### config.mk
export PLATFORM = sky130hd
export DESIGN_NAME = system_interface_irq_timer_flat
export DESIGN_NICKNAME = d
export VERILOG_FILES = /design/src/rtl/core/sit_pkg.sv /design/src/rtl/core/sit_if.sv /design/src/rtl/core/system_interface_irq_timer.sv /design/src/flat_wrapper.sv
export SDC_FILE = /design/constraint.sdc
export NUM_CORES = 1
export LEC_CHECK = 0
export BUFFER_PORTS_ARGS = -buffer_cell sky130_fd_sc_hd__buf_2
export CORE_MARGIN = 1
export CORE_UTILIZATION = 54
export DETAILED_ROUTE_END_ITERATION = 6
export HOLD_SLACK_MARGIN = 0.05
export PLACE_DENSITY = 0.76
export SLEW_MARGIN = 20
export SYNTH_ARGS = -nofsm -noshare
export SYNTH_HDL_FRONTEND = slang
export SYNTH_SLANG_ARGS = --single-unit
### constraint.sdc
create_clock -name clk_i -period 3 [get_ports clk_i]
set_clock_uncertainty 0.15 [all_clocks]
set_input_delay 0.6 -clock clk_i [delete_from_list [all_inputs] [get_ports clk_i]]
set_output_delay 0.6 -clock clk_i [all_outputs]
set_load 0.02 [all_outputs]
### src/rtl/core/sit_pkg.sv
// Shared types and constants for the system interface / interrupt timer block.
// No dependencies; compiled first.
package sit_pkg;

  // Item kinds
  typedef enum logic [1:0] {
    FUNC_READ  = 2'd0,
    FUNC_WRITE = 2'd1,
    FUNC_LINE  = 2'd2,
    FUNC_TICK  = 2'd3
  } sit_func_e;

  // Read byte selects
  typedef enum logic [1:0] {
    BYTE_INT_LO  = 2'd0,
    BYTE_INT_HI  = 2'd1,
    BYTE_PORT_LO = 2'd2,
    BYTE_PORT_HI = 2'd3
  } sit_byte_e;

  localparam int unsigned NumLines = 16;
  localparam int unsigned CntW     = 14;

  localparam logic [15:0] SuppMaskRst = 16'h0006;
  localparam logic [3:0]  TimerLine   = 4'd3;   // line replaced by the timer
  localparam logic [3:0]  SoftRstBit  = 4'd15;  // bit 15 write: enable 15 / soft reset
  localparam logic [3:0]  MirrorFirst = 4'd7;   // first mirrored port pin
  localparam logic [4:0]  MirrorBase  = 5'd22;  // pin p mirrors onto line 22-p

  // Result payload
  typedef struct packed {
    logic [7:0]  read_data;
    logic        int_request;
    logic [15:0] port_direction;
    logic [15:0] port_output;
  } sit_rsp_t;

endpackage

### src/rtl/core/sit_if.sv
// Valid/ready channel interfaces for the request and result beats.
// Depends on nothing; compiled after sit_pkg.
interface sit_req_if;
  logic        valid;
  logic        ready;
  logic [1:0]  func;
  logic [4:0]  offset;
  logic        data;
  logic [15:0] ext_int_pins;
  logic [15:0] ext_port_pins;

  modport source (output valid, func, offset, data, ext_int_pins, ext_port_pins,
                  input ready);
  modport sink   (input valid, func, offset, data, ext_int_pins, ext_port_pins,
                  output ready);
endinterface

interface sit_rsp_if;
  logic        valid;
  logic        ready;
  logic [7:0]  read_data;
  logic        int_request;
  logic [15:0] port_direction;
  logic [15:0] port_output;

  modport source (output valid, read_data, int_request, port_direction, port_output,
                  input ready);
  modport sink   (input valid, read_data, int_request, port_direction, port_output,
                  output ready);
endinterface

### src/rtl/core/system_interface_irq_timer.sv
// System interface peripheral: interrupt controller, 14-bit decrementer, 16 port pins.
// Depends on sit_pkg and the channel interfaces in sit_if.sv.
//
// One request beat in per cycle unless a stalled consumer holds the flow, one result
// beat out per request. A beat lands in the input register at its accepting edge; the
// decode/update logic then commits all state and loads the result register once
// it is empty or being taken. Sustained throughput is one beat per clock while the
// consumer takes every result. The two registers advance together whenever the result
// register is empty or being taken, so a stalled consumer holds both without losing a
// beat. The external-line mask (lines driven from outside, read back inverted) resets
// to 6 and is written through cfg_we_i/cfg_wdata_i; the user must write it only while
// the block is idle, and the block itself does not enforce this.
module system_interface_irq_timer (
  input  logic          clk_i,
  input  logic          rst_ni,
  input  logic          cfg_we_i,
  input  logic [15:0]   cfg_wdata_i,
  sit_req_if.sink       req_i,
  sit_rsp_if.source     rsp_o
);

  localparam int unsigned CW = sit_pkg::CntW;

  // ---------------------------------------------------------------- config
  logic [15:0] supp_q;

  always_ff @(posedge clk_i or negedge rst_ni) begin
    if (!rst_ni) begin
      supp_q <= sit_pkg::SuppMaskRst;
    end else if (cfg_we_i) begin
      supp_q <= cfg_wdata_i;
    end
  end

  // ---------------------------------------------------------------- handshake
  logic in_vld_q, rsp_vld_q;
  logic advance;   // input register drains into result register

  assign advance     = !rsp_vld_q || rsp_o.ready;
  assign req_i.ready = !in_vld_q || advance;

  // input register (payload holds no reset)
  logic [1:0]  func_q;
  logic [4:0]  off_q;
  logic        dat_q;
  logic [15:0] eint_q, eport_q;

  always_ff @(posedge clk_i or negedge rst_ni) begin
    if (!rst_ni) begin
      in_vld_q <= 1'b0;
    end else if (req_i.ready) begin
      in_vld_q <= req_i.valid;
    end
  end

  always_ff @(posedge clk_i) begin
    if (req_i.valid && req_i.ready) begin
      func_q  <= req_i.func;
      off_q   <= req_i.offset;
      dat_q   <= req_i.data;
      eint_q  <= req_i.ext_int_pins;
      eport_q <= req_i.ext_port_pins;
    end
  end

  // ---------------------------------------------------------------- state
  logic          mode_q,  mode_d;     // 1 = timer mode
  logic [CW-1:0] ivl_q,   ivl_d;      // clock interval
  logic          chg_q,   chg_d;      // interval written in timer mode
  logic [CW-1:0] dec_q,   dec_d;      // decrementer
  logic [CW-1:0] lat_q,   lat_d;      // latched count
  logic          tpnd_q,  tpnd_d;     // timer interrupt pending
  logic [15:0]   lines_q, lines_d;
  logic [15:0]   en_q,    en_d;
  logic          irq_q,   irq_d;
  logic [15:0]   dir_q,   dir_d;
  logic [15:0]   out_q,   out_d;
  logic [15:0]   mdir_q,  mdir_d;
  logic [15:0]   mout_q,  mout_d;
  logic [7:0]    rd_d;

  // derived indices
  logic [3:0] ivl_bit;   // interval bit for write offsets 1..14
  logic [3:0] pin;       // port pin for write offsets 16..31
  logic [3:0] mline;     // interrupt line mirrored by that pin
  logic [15:0] int_rd;   // interrupt pin view for I/O-mode reads
  logic [15:0] port_rd;  // port pin view
  logic [15:0] act;      // active lines for the request

  assign ivl_bit = off_q[3:0] - 4'd1;
  assign pin     = off_q[3:0];
  assign mline   = 4'(sit_pkg::MirrorBase - {1'b0, pin});
  assign int_rd  = (((~lines_q & supp_q) | eint_q) & ~mdir_q) | (mout_q & mdir_q);
  assign port_rd = (eport_q & ~dir_q) | (out_q & dir_q);

  always_comb begin
    mode_d  = mode_q;
    ivl_d   = ivl_q;
    chg_d   = chg_q;
    dec_d   = dec_q;
    lat_d   = lat_q;
    tpnd_d  = tpnd_q;
    lines_d = lines_q;
    en_d    = en_q;
    dir_d   = dir_q;
    out_d   = out_q;
    mdir_d  = mdir_q;
    mout_d  = mout_q;
    rd_d    = 8'h00;

    case (sit_pkg::sit_func_e'(func_q))
      sit_pkg::FUNC_READ: begin
        unique case (sit_pkg::sit_byte_e'(off_q[1:0]))
          sit_pkg::BYTE_INT_LO: begin
            rd_d = mode_q ? {lat_q[6:0], 1'b1} : int_rd[7:0];
          end
          sit_pkg::BYTE_INT_HI: begin
            // timer mode: bit 7 is the request before this beat, inverted
            rd_d = mode_q ? {~irq_q, lat_q[13:7]} : int_rd[15:8];
          end
          sit_pkg::BYTE_PORT_LO: begin
            rd_d = port_rd[7:0];
            if (mode_q) begin
              mode_d = 1'b0;
              if (chg_q) dec_d = ivl_q;
            end
          end
          default: begin
            rd_d = port_rd[15:8];
            if (mode_q) begin
              mode_d = 1'b0;
              if (chg_q) dec_d = ivl_q;
            end
          end
        endcase
      end

      sit_pkg::FUNC_WRITE: begin
        if (off_q == 5'd0) begin
          // mode bit
          if (dat_q && !mode_q) begin
            mode_d = 1'b1;
            lat_d  = (ivl_q != '0) ? dec_q : '0;
            chg_d  = 1'b0;
          end else if (!dat_q && mode_q) begin
            mode_d = 1'b0;
            if (chg_q) dec_d = ivl_q;
          end
        end else if (!off_q[4] && off_q[3:0] != sit_pkg::SoftRstBit) begin
          if (mode_q) begin
            ivl_d[ivl_bit] = dat_q;
            chg_d          = 1'b1;
          end else begin
            en_d[off_q[3:0]] = dat_q;
            if (off_q[3:0] == sit_pkg::TimerLine) tpnd_d = 1'b0;
          end
        end else if (!off_q[4]) begin
          if (mode_q) begin
            if (!dat_q) begin   // soft reset
              dir_d  = '0;
              mdir_d = '0;
            end
          end else begin
            en_d[sit_pkg::SoftRstBit] = dat_q;
          end
        end else begin
          // port pin write, leaves timer mode
          if (mode_q) begin
            mode_d = 1'b0;
            if (chg_q) dec_d = ivl_q;
          end
          dir_d[pin] = 1'b1;
          out_d[pin] = dat_q;
          if (pin >= sit_pkg::MirrorFirst) begin
            mdir_d[mline] = 1'b1;
            mout_d[mline] = dat_q;
          end
        end
      end

      sit_pkg::FUNC_LINE: begin
        if (!off_q[4]) lines_d[off_q[3:0]] = dat_q;
      end

      default: begin
        if (ivl_q != '0) begin
          if (dec_q <= CW'(1)) begin
            dec_d  = ivl_q;
            tpnd_d = 1'b1;
          end else begin
            dec_d = dec_q - CW'(1);
          end
        end
      end
    endcase

    act = lines_d;
    if (ivl_d != '0) act[sit_pkg::TimerLine] = tpnd_d;
    irq_d = |(act & en_d & ~mdir_d);
  end

  logic commit;
  assign commit = in_vld_q && advance;

  always_ff @(posedge clk_i or negedge rst_ni) begin
    if (!rst_ni) begin
      mode_q  <= 1'b0;
      ivl_q   <= '0;
      chg_q   <= 1'b0;
      dec_q   <= '0;
      lat_q   <= '0;
      tpnd_q  <= 1'b0;
      lines_q <= '0;
      en_q    <= '0;
      irq_q   <= 1'b0;
      dir_q   <= '0;
      out_q   <= '0;
      mdir_q  <= '0;
      mout_q  <= '0;
    end else if (commit) begin
      mode_q  <= mode_d;
      ivl_q   <= ivl_d;
      chg_q   <= chg_d;
      dec_q   <= dec_d;
      lat_q   <= lat_d;
      tpnd_q  <= tpnd_d;
      lines_q <= lines_d;
      en_q    <= en_d;
      irq_q   <= irq_d;
      dir_q   <= dir_d;
      out_q   <= out_d;
      mdir_q  <= mdir_d;
      mout_q  <= mout_d;
    end
  end

  // ---------------------------------------------------------------- result register
  sit_pkg::sit_rsp_t rsp_q;

  always_ff @(posedge clk_i or negedge rst_ni) begin
    if (!rst_ni) begin
      rsp_vld_q <= 1'b0;
    end else if (advance) begin
      rsp_vld_q <= in_vld_q;
    end
  end

  always_ff @(posedge clk_i) begin
    if (commit) begin
      rsp_q.read_data      <= rd_d;
      rsp_q.int_request    <= irq_d;
      rsp_q.port_direction <= dir_d;
      rsp_q.port_output    <= out_d & dir_d;
    end
  end

  assign rsp_o.valid          = rsp_vld_q;
  assign rsp_o.read_data      = rsp_q.read_data;
  assign rsp_o.int_request    = rsp_q.int_request;
  assign rsp_o.port_direction = rsp_q.port_direction;
  assign rsp_o.port_output    = rsp_q.port_output;

endmodule
### src/flat_wrapper.sv
// flat-port wrapper written by rule: the top's interface ports become plain ports
module system_interface_irq_timer_flat 
  (clk_i, rst_ni, cfg_we_i, cfg_wdata_i, req_i_valid, req_i_func, req_i_offset, req_i_data, req_i_ext_int_pins, req_i_ext_port_pins, req_i_ready, rsp_o_valid, rsp_o_read_data, rsp_o_int_request, rsp_o_port_direction, rsp_o_port_output, rsp_o_ready);
  sit_req_if req_i_i ();
  sit_rsp_if rsp_o_i ();
  input  logic clk_i;
  input  logic rst_ni;
  input  logic cfg_we_i;
  input  logic [15:0] cfg_wdata_i;
  input wire logic [$bits(req_i_i.valid)-1:0] req_i_valid;
  input wire logic [$bits(req_i_i.func)-1:0] req_i_func;
  input wire logic [$bits(req_i_i.offset)-1:0] req_i_offset;
  input wire logic [$bits(req_i_i.data)-1:0] req_i_data;
  input wire logic [$bits(req_i_i.ext_int_pins)-1:0] req_i_ext_int_pins;
  input wire logic [$bits(req_i_i.ext_port_pins)-1:0] req_i_ext_port_pins;
  output wire logic [$bits(req_i_i.ready)-1:0] req_i_ready;
  output wire logic [$bits(rsp_o_i.valid)-1:0] rsp_o_valid;
  output wire logic [$bits(rsp_o_i.read_data)-1:0] rsp_o_read_data;
  output wire logic [$bits(rsp_o_i.int_request)-1:0] rsp_o_int_request;
  output wire logic [$bits(rsp_o_i.port_direction)-1:0] rsp_o_port_direction;
  output wire logic [$bits(rsp_o_i.port_output)-1:0] rsp_o_port_output;
  input wire logic [$bits(rsp_o_i.ready)-1:0] rsp_o_ready;
  assign req_i_i.valid = req_i_valid;
  assign req_i_i.func = req_i_func;
  assign req_i_i.offset = req_i_offset;
  assign req_i_i.data = req_i_data;
  assign req_i_i.ext_int_pins = req_i_ext_int_pins;
  assign req_i_i.ext_port_pins = req_i_ext_port_pins;
  assign req_i_ready = req_i_i.ready;
  assign rsp_o_valid = rsp_o_i.valid;
  assign rsp_o_read_data = rsp_o_i.read_data;
  assign rsp_o_int_request = rsp_o_i.int_request;
  assign rsp_o_port_direction = rsp_o_i.port_direction;
  assign rsp_o_port_output = rsp_o_i.port_output;
  assign rsp_o_i.ready = rsp_o_ready;
  system_interface_irq_timer u_core (.clk_i(clk_i), .rst_ni(rst_ni), .cfg_we_i(cfg_we_i), .cfg_wdata_i(cfg_wdata_i), .req_i(req_i_i), .rsp_o(rsp_o_i));
endmodule
Word-level counts from Yosys, hierarchy flattened
Cells that the tools add are included.

operators by class
  equal/unequal tests = 13
  reduce and logical (&&, ||, !) cells = 32
  $lt $le $gt $ge = 8
  $add $sub $neg = 3
  bitwise operators = 21
  multiplexer cells = 75

operators with widths
  kind                                                             count
  2-to-1 mux 16 bit                                                22
  2-to-1 mux 14 bit                                                15
  AND 16 bit                                                       8
  OR 16 bit                                                        5
  bitwise mux 16 bit                                               4
  NOT 16 bit                                                       4
  case mux 14 bit (3 select lines)                                 1
  nonzero test 14 bit                                              2
  case mux 8 bit (3 select lines)                                  1
  2-to-1 mux 1 bit                                                 23
  2-to-1 mux 8 bit                                                 2
  OR reduction 16 bit                                              1
  less-than comparator 4 x 5 -> 1 bit, second input constant       3
  2-to-1 mux 15 bit                                                1
  bitwise mux 14 bit                                               1
  less-or-equal comparator 14 x 1 -> 1 bit, second input constant  1
  subtractor 14 x 1 -> 14 bit, second input constant               1
  demux 1 bit (select 4 bit)                                       3
  >= comparator 4 x 1 -> 1 bit, second input constant              3
  AND reduction 6 bit                                              2
  logical AND 1 bit                                                8
  != test 4 bit, second input constant                             2
  AND reduction 8 bit                                              1
  != test 3 bit, second input constant                             2
  20 further kinds                                                 36

storage, ports and cells
  logic and storage cells = 177
  bits of input ports = 61
  register bits after elaboration = 241
  output and inout port bits = 43

Logic depth before layout (Yosys ltp)
Gate-level depths: netlist of the first run.

  depth after elaboration = 15
  mapped depth = 11
  gate-level depth less buffers = 9

Least setup slack after synthesis of the first run
OpenSTA, ideal clock, no wires.

  kind = input to register
  start point = in rsp_o_ready
  end point = reg u_core.mdir_q[5]
  arrival = 3,100 ps
  setup time = 119 ps
  data required time = 2,731 ps
  path slack = -369 ps
  stages on the path = 7
  cells stage by stage = nand2b_1 > nand2_1 > inv_1 > clkbuf_1 > nand2_1 > clkbuf_1 > and2_1

on the way
  cells in the longest elaborated chain, start to end = 2

ends and longest elaborated chain
  item                     line                               text
  start, declared          flat_wrapper.sv:22                 input wire logic [$bits(rsp_o_i.ready)-1:0] rsp_o_ready;
  logical OR 1 bit         system_interface_irq_timer.sv:39   assign advance = !rsp_vld_q || rsp_o.ready;
  logical AND 1 bit        system_interface_irq_timer.sv:203  assign commit = in_vld_q && advance;
  named net u_core.commit  system_interface_irq_timer.sv:202  logic commit;
  end signal, assigned     system_interface_irq_timer.sv:232  mdir_q <= mdir_d;
  end, declared            system_interface_irq_timer.sv:78   logic [15:0] mdir_q, mdir_d;

The timed path passes the listed nets, and every way through them passes these cells.
A chain may end at the register's enable or synchronous reset.

Worst setup path after layout of the first run
  start point = reg u_core.off_q[0]
  end point = reg, netlist name u_core.rsp_o.int_request

on the way
  cells in the longest elaborated chain, start to end = 15
  elaborated cells on any way between the ends = 53
  those cells by class = add/sub: 2; order compare: 7; eq/ne: 2; mux: 31; bitwise: 4; reduce/logical: 7

ends and longest elaborated chain
  item                                                                                                       line                               text
  start, declared                                                                                            system_interface_irq_timer.sv:44   logic [4:0] off_q;
  start signal, assigned                                                                                     system_interface_irq_timer.sv:59   off_q <= req_i.offset;
  subtractor 4 x 1 -> 4 bit                                                                                  system_interface_irq_timer.sv:90   assign ivl_bit = off_q[3:0] - 4'd1;
  less-than comparator 4 x 5 -> 1 bit (not written as such) or >= comparator 4 x 1 -> 1 bit (tied branches)  system_interface_irq_timer.sv:151  ivl_d[ivl_bit] = dat_q;
  logical AND 1 bit (not written as such)                                                                    system_interface_irq_timer.sv:151
  2-to-1 mux 1 bit (not written as such)                                                                     system_interface_irq_timer.sv:151
  demux 1 bit (select 4 bit)                                                                                 n/a
  bitwise mux 14 bit                                                                                         system_interface_irq_timer.sv:151
  2-to-1 mux 14 bit                                                                                          system_interface_irq_timer.sv:150  if (mode_q) begin
  2-to-1 mux 14 bit                                                                                          system_interface_irq_timer.sv:149  end else if (!off_q[4] && off_q[3:0] != sit_pkg::SoftRstBit) begin
  2-to-1 mux 14 bit                                                                                          system_interface_irq_timer.sv:139  if (off_q == 5'd0) begin
  2-to-1 mux 14 bit                                                                                          system_interface_irq_timer.sv:111  case (sit_pkg::sit_func_e'(func_q))
  nonzero test 14 bit                                                                                        system_interface_irq_timer.sv:198  if (ivl_d != '0) act[sit_pkg::TimerLine] = tpnd_d;
  2-to-1 mux 1 bit                                                                                           system_interface_irq_timer.sv:198
  AND 16 bit                                                                                                 system_interface_irq_timer.sv:199  irq_d = |(act & en_d & ~mdir_d);
  AND 16 bit (*)                                                                                             system_interface_irq_timer.sv:199
  OR reduction 16 bit (*)                                                                                    system_interface_irq_timer.sv:199
  named net u_core.irq_d                                                                                     system_interface_irq_timer.sv:75   logic irq_q, irq_d;

The timed path passes the listed nets; every way through them passes the cells marked *.

==> results of run 1 <==
[power breakdown]
group	switching, mW	internal [mW]	leakage (nW)	total (mW)
clock	1.32	2.23	0.468	3.55
sequential	0.319	3.74	2.90	4.06
combinational	0.867	0.596	2.51	1.46
total	2.50	6.57	5.88	9.07
[registers in the layout, summed over array words and instances (netlist names), 2 cells and up]
register / count
u_core.supp_q: 16
u_core.ivl_q: 14
u_core.eint_q: 16
u_core.mdir_q: 16
u_core.mout_q: 16
u_core.rsp_o.read_data: 8
u_core.lat_q: 14
u_core.rsp_o.port_direction: 16
u_core.func_q: 2
u_core.lines_q: 16
u_core.dir_q: 16
u_core.dec_q: 14
u_core.eport_q: 16
u_core.out_q: 16
u_core.off_q: 5
u_core.rsp_o.port_output: 16
u_core.en_q: 16
[through the flow]
stage | util, % | cells
after floorplan | - | 1219
after global placement | 60.1 | 1591
after detailed placement | 60.1 | 1591
after CTS | 64.5 | 1640
after global routing | 64.5 | 1640
final | 64.5 | 1640
[metal layers]
layer | wire, um | vias up | GRT usage, % | part of all wire [%]
li1 | - | 4661 | - | -
met1 | 15900 | 4841 | 48.2 | 44
met2 | 15800 | 505 | 47.0 | 43
met3 | 3370 | 68 | 5.99 | 9.2
met4 | 1390 | 0 | 13.3 | 3.8
met5 | 0 | - | 0 | 0
[path summary, 6_finish.rpt]
path / from / endpoint / slack (ns) / cells past startpoint
hold / removal: req_i_ext_port_pins[0] / u_core.eport_q[0] / 0.09 / 1
min in group asynchronous: rst_ni / u_core.mdir_q[6] / 0.43 / 2
hold reg to reg: u_core.mout_q[4] / u_core.mout_q[4] / 0.22 / 0
setup reg to reg: u_core.off_q[0] / u_core.rsp_o.int_request / 0.22 / 8
setup / recovery: u_core.off_q[0] / u_core.rsp_o.int_request / 0.22 / 8
max in group asynchronous: rst_ni / u_core.dir_q[12] / 1.56 / 3
[cells in the final DEF (no fill, tap or decap), types with 13 or more instances in the layout]
cell	instances
o21ai_0	165
inv_1	28
edfxtp_1	81
a21oi_1	86
nand3_1	22
mux2_2	29
buf_4	77
mux2i_1	21
o31ai_1	41
buf_2	102
dfrtp_1	158
a22oi_1	13
nor3_1	14
nor2_1	93
nand2_1	178
clkbuf_16	27
[worst max-delay path, stage by stage, from the launching register on]
cell	delay, ns
edfxtp_1	0.52
or4_1	0.61
buf_4	0.23
nand4_1	0.15
a2111oi_1	0.12
a211oi_2	0.21
nand4_1	0.13
nor4_2	0.33
nand2_1	0.09
[area by class of cell]
type / instances / area share, %
Sequential cell: 241 / 45.9
Timing Repair Buffer: 185 / 8.48
Multi-Input combinational cell: 855 / 35.5
Clock buffer: 35 / 5.24
Tap cell: 280 / 2.50
Inverter: 31 / 0.829
Clock inverter: 13 / 1.54
[kinds of logic after synthesis]
family | after synthesis | share of synthesized area (%)
simple gates | 400 | 16.4
flops | 241 | 53.8
xor+xnor | 10 | 0.732
compound gates | 393 | 19.7
fa+ha+maj | 2 | 0.209
mux | 50 | 4.49
buf+inv | 123 | 4.57
==> impl_metrics.toml, run 1 <==
[run_status]
status = "complete, no violations"

[logic_synthesis]
syn_inst = 1219
syn_area_mm2 = 0.0120
synth_top_area_share_pct = 33.1
synth_nets = 1282
synth_top_cell_by_area = "dfrtp_1"
yosysUniqueCellTypes = 78
synth_area_leaders = "dfrtp_1 (33%), edfxtp_1 (20%), o21ai_0 (6.9%)"
synth_top_cells_by_count = "nand2_1 (178), o21ai_0 (165), dfrtp_1 (158)"
synth_seq_cells = 241
yosysMostFrequentCell = "nand2_1"
synthArstFlopShare_pct = 66.4
seq_area_frac_synth_pct = 53.8
avgSynthCellArea_um2 = 9.81
synth-edff-count = 81
synthFlopType = "dfrtp_1"
yosysWarnings = 0

[power]
p_leak_nw = 5.88
p_per_area_mw_per_mm2 = 647
vdd_drop_max_mv = 0.509
total_power_mw = 9.07

[timing]
max_freq_mhz = 359
fin_crit_ns = 2.78
hold_violations = 0
period_share_pct = 92.7
slew_headroom_pct = 40.1
setup-tns-final_ns = 0
rsz0062_at_grt = "no"
hold_ws_ns = 0.0921
layout_setup_ws_ns = 0.218
finalSetupViolCount = 0
worst_pin_slew_ns = 0.893
slew_viol_final = 0

[cells_and_area]
drive_gt1_share_pct = 20.4
multiInputGateArea_mm2 = 0.00498
nets = 1403
fin_area_mm2 = 0.0140
nFillCells = 1764
seq_area_mm2 = 0.00644
insertedDiodeCount = 0
area_delta_synth_final_pct = 17.3

[clock_network]
cts_buffer_depth = 3
cts_resized = 0
clk_pin_slew_ns = 0.06
cts_tree = "done"
clkLatencyLatePin_ns = 0.53
h-tree-depth = 1
cts.hold.buffers_added = 1
cts-root-buf = "clkbuf_16"
cts.sink_count = 241
cts_setup_buffers = 0
cts_buffers = 26

[placement]
place_area_mm2 = 0.0131
port-buffer-count = 103
dp_hpwl_um = 26500
dpl_worst_slack_ns = 0.240
gp_congestion = 1.00

[global_route]
grt_pass1_vias = 9210
overflow = 0
antenna_found_initial = 2
grt_pass1_wl_um = 54700
grtUsageTotal_pct = 32.5
grt_max_degree = 67

[drt]
viasPerCell = 6.14
drc = 0
vias = 10100
drt-pass1-iter-count = 6
drt-total-wl_um = 36500
drt_iter0_markers = 963
post_drt_wl_per_cell_um = 22.2
detail-route-antenna-nets = 0

[flow_run]
cap_viol_max_count = 0

[floorplanning]
die_x_um = 151
dieArea_mm2 = 0.0227
io-pin-count = 104
num_rows = 54
coreArea_mm2 = 0.0218
initial_core_util_pct = 55.0
die_y_um = 151

[critical_path]
cp-start-kind = "flip-flop"
crit_arrival_ns = 2.91
setup.worst_path.class = "flip-flop to flip-flop"
end_kind = "flip-flop"
crit_fanout = 13
critical_path_required_ns = 3.13

[worst_hold_path]
hp-class = "input port to flip-flop"
(Power assumes the default switching activity.)
==> run 2: changes to the inputs <==
--- a/config.mk
+++ b/config.mk
@@ -11,6 +11,7 @@
 export DETAILED_ROUTE_END_ITERATION = 6
 export HOLD_SLACK_MARGIN = 0.05
 export PLACE_DENSITY = 0.76
+export RECOVER_POWER = 25
 export SLEW_MARGIN = 20
 export SYNTH_ARGS = -nofsm -noshare
 export SYNTH_HDL_FRONTEND = slang
==> run 2 against run 1 <==
Effect of this change:
- utilization shrank 0.12 points
- wire length shrank 0.12%
- final area shrank 0.19%
- flip-flop and latch count unchanged
- critical path depth unchanged
- maximum frequency decreased by 0.60%
==> impl_metrics.toml, run 2 (synthesis gave the netlist of run 1 again) <==
[run_status]
status = "complete, no violations"

[critical_path]
worst_r2r_path_depth = 8
crit_arrival_ns = 3.09
setup.worst_path.class = "flip-flop to flip-flop"
critical_path_required_ns = 3.29
path_cells = "or4_1, buf_4, nor3_1, o21a_1, a21oi_1, o21ai_0, o21ai_0, o21ai_0"
crit_fanout = 13
max_stage_delay_ns = 0.61
crit_family = "compound AO/OA/AOI/OAI gates"
timing.critical_path.buf_inv = 1
crit_path_frequent_cell = "o21ai_0"
cpMaxStageDelayCell = "or4_1"
rrSetupSlack_ns = 0.20
end_kind = "flip-flop"
path_depth = 8
cp-start-kind = "flip-flop"

[timing]
slew_headroom_pct = 16.7
rsz0062_at_grt = "no"
max_freq_mhz = 357
hold_ws_ns = 0.0916
period_share_pct = 93.3
fin_crit_ns = 2.80
setup-tns-final_ns = 0
hold_violations = 0
slew_viol_final = 0
worst_pin_slew_ns = 1.25
layout_setup_ws_ns = 0.201
finalSetupViolCount = 0

[drt]
drt-total-wl_um = 36400
drc = 0
drt_iter0_markers = 932
viasPerCell = 6.15
detail-route-antenna-nets = 0
vias = 10100
post_drt_wl_per_cell_um = 22.2
drt-pass1-iter-count = 5

[placement]
gp_congestion = 1.00
place_area_mm2 = 0.0131
port-buffer-count = 103
dpl_worst_slack_ns = 0.240
dp_hpwl_um = 26500
placed_cells_incl_taps = 1591

[power]
p_leak_nw = 5.85
total_power_mw = 9.07
vdd_drop_max_mv = 0.509
p_per_area_mw_per_mm2 = 647

[floorplanning]
initial_core_util_pct = 55.0
coreArea_mm2 = 0.0218
num_rows = 54
die_y_um = 151
io-pin-count = 104
die_x_um = 151
dieArea_mm2 = 0.0227

[cells_and_area]
final_common_cell = "nand2_1"
layout_common_cells = "nand2_1 (178), o21ai_0 (165), dfrtp_1 (158), buf_2 (97), nor2_1 (93)"
insertedDiodeCount = 0
drive_gt1_share_pct = 20.0
fin_area_mm2 = 0.0140
utilization_pct = 64.4
nFillCells = 1771
nets = 1403
area_delta_synth_final_pct = 17.1
instances_no_fill = 1640

[global_route]
grtUsageTotal_pct = 32.5
grt_pass1_wl_um = 54700
grt_max_degree = 67
grt_pass1_vias = 9210
antenna_found_initial = 2
overflow = 0

[worst_hold_path]
whs_path_depth = 1
hp-class = "input port to flip-flop"

[flow_run]
cap_viol_max_count = 0

[clock_network]
clkLatencyLatePin_ns = 0.53
h-tree-depth = 1
cts_buffers = 26
clk_pin_slew_ns = 0.06
cts-root-buf = "clkbuf_16"
cts_tree = "done"
cts_buffer_depth = 3
cts.sink_count = 241
[run 2: final cells by class]
type                    count  area [um^2]  share of cell area [%]
clock buffers              35          736                    5.25
clock inverters            13          216                    1.55
inverters                  31          116                   0.831
multi-input cells         855         4980                    35.6
flip-flops and latches    241         6440                    46.0
well taps                 280          350                    2.50
repair buffers            185         1160                    8.32
[run 2: power by group]
part | total (mW) | leakage [nW] | switching [mW] | internal [mW]
registers | 4.06 | 2.90 | 0.318 | 3.74
clock network | 3.55 | 0.468 | 1.32 | 2.23
logic | 1.46 | 2.49 | 0.864 | 0.592
[run 2: path summary, 6_finish.rpt]
check / start / to
setup reg to reg: u_core.off_q[0] / u_core.dec_q[6]
hold reg to reg: u_core.mout_q[4] / u_core.mout_q[4]
min in group asynchronous: rst_ni / u_core.mdir_q[6]
max in group asynchronous: rst_ni / u_core.out_q[8]
hold / removal: req_i_ext_port_pins[0] / u_core.eport_q[0]
setup / recovery: u_core.off_q[0] / u_core.dec_q[6]
[run 2: what timing repair did]
action,CTS,global route
resized for setup,0,0
hold endpoints to repair,45,0
hold buffers,1,0
setup buffers,0,0
[run 2: routing by layer]
metal / part of all wire, % / track usage [%]
met5: 0 / 0
met4: 4.0 / 13.3
met3: 9.4 / 5.99
met2: 43 / 47.0
met1: 44 / 48.2
[run 2: worst reg2reg max path, stage by stage (launching register included)]
cell	delay, ns
edfxtp_1	0.52
or4_1	0.61
buf_4	0.23
nor3_1	0.16
o21a_1	0.45
a21oi_1	0.14
o21ai_0	0.19
o21ai_0	0.10
o21ai_0	0.17
==> run 3: changes to the inputs <==
==> constraint.sdc (replaced) <==
create_clock -name clk_i -period 2.4 [get_ports clk_i]
set_clock_uncertainty 0.15 [all_clocks]
set_input_delay 0.48 -clock clk_i [delete_from_list [all_inputs] [get_ports clk_i]]
set_output_delay 0.48 -clock clk_i [all_outputs]
set_load 0.02 [all_outputs]
==> run 3 against run 2 <==
Effect of this change:
- the run now ends with negative setup slack left
- critical path type unchanged
- utilization rose by 7.2 points
- clock power rose by 6.8%
- global-route usage rose by 2.6 points
- flip-flop and latch count did not move
- die area did not move
- via count rose by 7.6%
- combinational power rose by 55%
- final area rose by 11%
==> impl_metrics.toml, run 3 (synthesis gave the netlist of run 1 again) <==
[placement]
dp_hpwl_um = 27600
gp_congestion = 1.00
place_area_mm2 = 0.0139
dpl_worst_slack_ns = -0.282
port-buffer-count = 103

[timing]
layout_setup_ws_ns = -0.291
finalSetupViolCount = 16
max_freq_mhz = 372
hold_ws_ns = 0.0782
fin_crit_ns = 2.69
period_share_pct = 112
slew_headroom_pct = 3.02
slew_viol_final = 0
hold_violations = 0
rsz0062_at_grt = "yes"
worst_pin_slew_ns = 1.45

[cells_and_area]
drive_gt1_share_pct = 26.4
final_common_cell = "nand2_1"
nets = 1567
area_delta_synth_final_pct = 30.2
utilization_pct = 71.6
nFillCells = 1601
fin_area_mm2 = 0.0156
insertedDiodeCount = 0
layout_common_cells = "nand2_1 (174), buf_4 (165), dfrtp_1 (158), o21ai_0 (149), buf_2 (94)"
seq_area_mm2 = 0.00644
multiInputGateArea_mm2 = 0.00517

[power]
switchingPower_mw = 3.25
p_clk_share_pct = 34.3
seqPwrFrac_pct = 45.2
total_power_mw = 11.1
comb_power_share_pct = 20.5
p_int_mw = 7.80
vdd_drop_max_mv = 0.601
switching_share_pct = 29.4
p_leak_nw = 6.63
p_per_area_mw_per_mm2 = 710

[drt]
drt-pass1-iter-count = 5
drc = 0
drt-total-wl_um = 39000
vias = 10900
detail-route-antenna-nets = 0
post_drt_wl_per_cell_um = 21.7
drt_iter0_markers = 1030
viasPerCell = 6.02

[clock_network]
cts_buffers = 26
cts-root-buf = "clkbuf_16"
cts.sink_count = 241
cts_tree = "done"
cts_buffer_depth = 3
clk_pin_slew_ns = 0.06
h-tree-depth = 1
clkLatencyLatePin_ns = 0.53

[global_route]
overflow = 0
grt_max_degree = 70
grt_pass1_vias = 10200
grt_pass1_wl_um = 59500
grtUsageTotal_pct = 35.2
antenna_found_initial = 1

[floorplanning]
coreArea_mm2 = 0.0218
die_y_um = 151
num_rows = 54
dieArea_mm2 = 0.0227
die_x_um = 151
io-pin-count = 104
initial_core_util_pct = 55.0

[critical_path]
crit_fanout = 5
critical_path_required_ns = 2.53
setup.worst_path.class = "flip-flop to flip-flop"
end_kind = "flip-flop"
cp-start-kind = "flip-flop"
crit_arrival_ns = 2.82

[flow_run]
cap_viol_max_count = 0

[worst_hold_path]
hp-class = "input port to flip-flop"

[run_status]
violations = "negative setup slack"
status = "finished, violations left"
## run 3: cell count changes in the layout (fill, tap and decap cells not counted), sizes merged
| cell | previous run | this run |
|---|---|---|
| bufinv | 6 | 0 |
| clkinvlp | 0 | 2 |
| dlygate4sd3 | 1 | 57 |
| clkinv | 6 | 11 |
| dlygate4sd2 | 0 | 1 |
| buf | 177 | 282 |
## run 3: worst paths after layout
path / startpoint / slack (ns) / to / cells after the start
max: u_core.off_q[1] / -0.29 / u_core.rsp_o.int_request / 9
max in group asynchronous: rst_ni / 0.20 / u_core.dir_q[1] / 3
min in group asynchronous: rst_ni / 0.82 / u_core.in_vld_q / 2
min reg2reg: u_core.en_q[0] / 0.23 / u_core.en_q[0] / 0
max reg2reg: u_core.off_q[1] / -0.29 / u_core.rsp_o.int_request / 9
min: cfg_wdata_i[11] / 0.08 / u_core.supp_q[11] / 2
## run 3: final cells by class
type	count	share of cell area [%]
timing repair buffer	349	17.3
tap	280	2.25
clock buffer	33	4.61
sequential	241	41.4
clock inverter	14	0.506
inverter	31	0.747
multi-input combinational	855	33.2
## run 3: worst max-delay path, cell delays in order (launching register included)
cell      delay [ns]
edfxtp_1        0.43
buf_6           0.14
or4_4           0.57
buf_4           0.17
nand3_2         0.07
mux2_4          0.29
a32oi_1         0.20
nand4_1         0.15
nor4_4          0.19
nand2_1         0.08
## run 3: repair_timing
action | 4_1_cts | 5_1_grt
resized for setup | 13 | 47
pin swaps | 1 | 15
gates cloned | 0 | 1
endpoints found under the setup margin | 16 | 41
hold buffers | 57 | 0
endpoints found under the hold margin | 84 | 0
buffers inserted | 4 | 8
## run 3: power groups by stage
stage                     registers [mW]  logic, mW  clock network (mW)
after global placement              5.04       2.04                   0
after global routing                5.05       2.49                3.97
final                               5.00       2.27                3.79
after CTS                           4.99       2.20                3.81
after floorplan                     5.08       1.20                   0
after detailed placement            5.06       2.09                   0
## run 3: layer usage
| layer | part of all wire [%] | up-vias | track usage (%) |
|---|---|---|---|
| met5 | 0 | - | 0 |
| met4 | 4.0 | 0 | 13.5 |
| met3 | 9.1 | 92 | 6.51 |
| met2 | 46 | 564 | 54.7 |
| met1 | 41 | 5201 | 49.0 |
| li1 | - | 4993 | - |
## run 3: stage by stage
stage               cells  TNS [ns]
finish               1803     -2.96
global route         1803     -8.39
detailed placement   1686     -3.67
floorplan            1219   -0.0682
global placement     1686     -2.82
CTS                  1794     -2.81
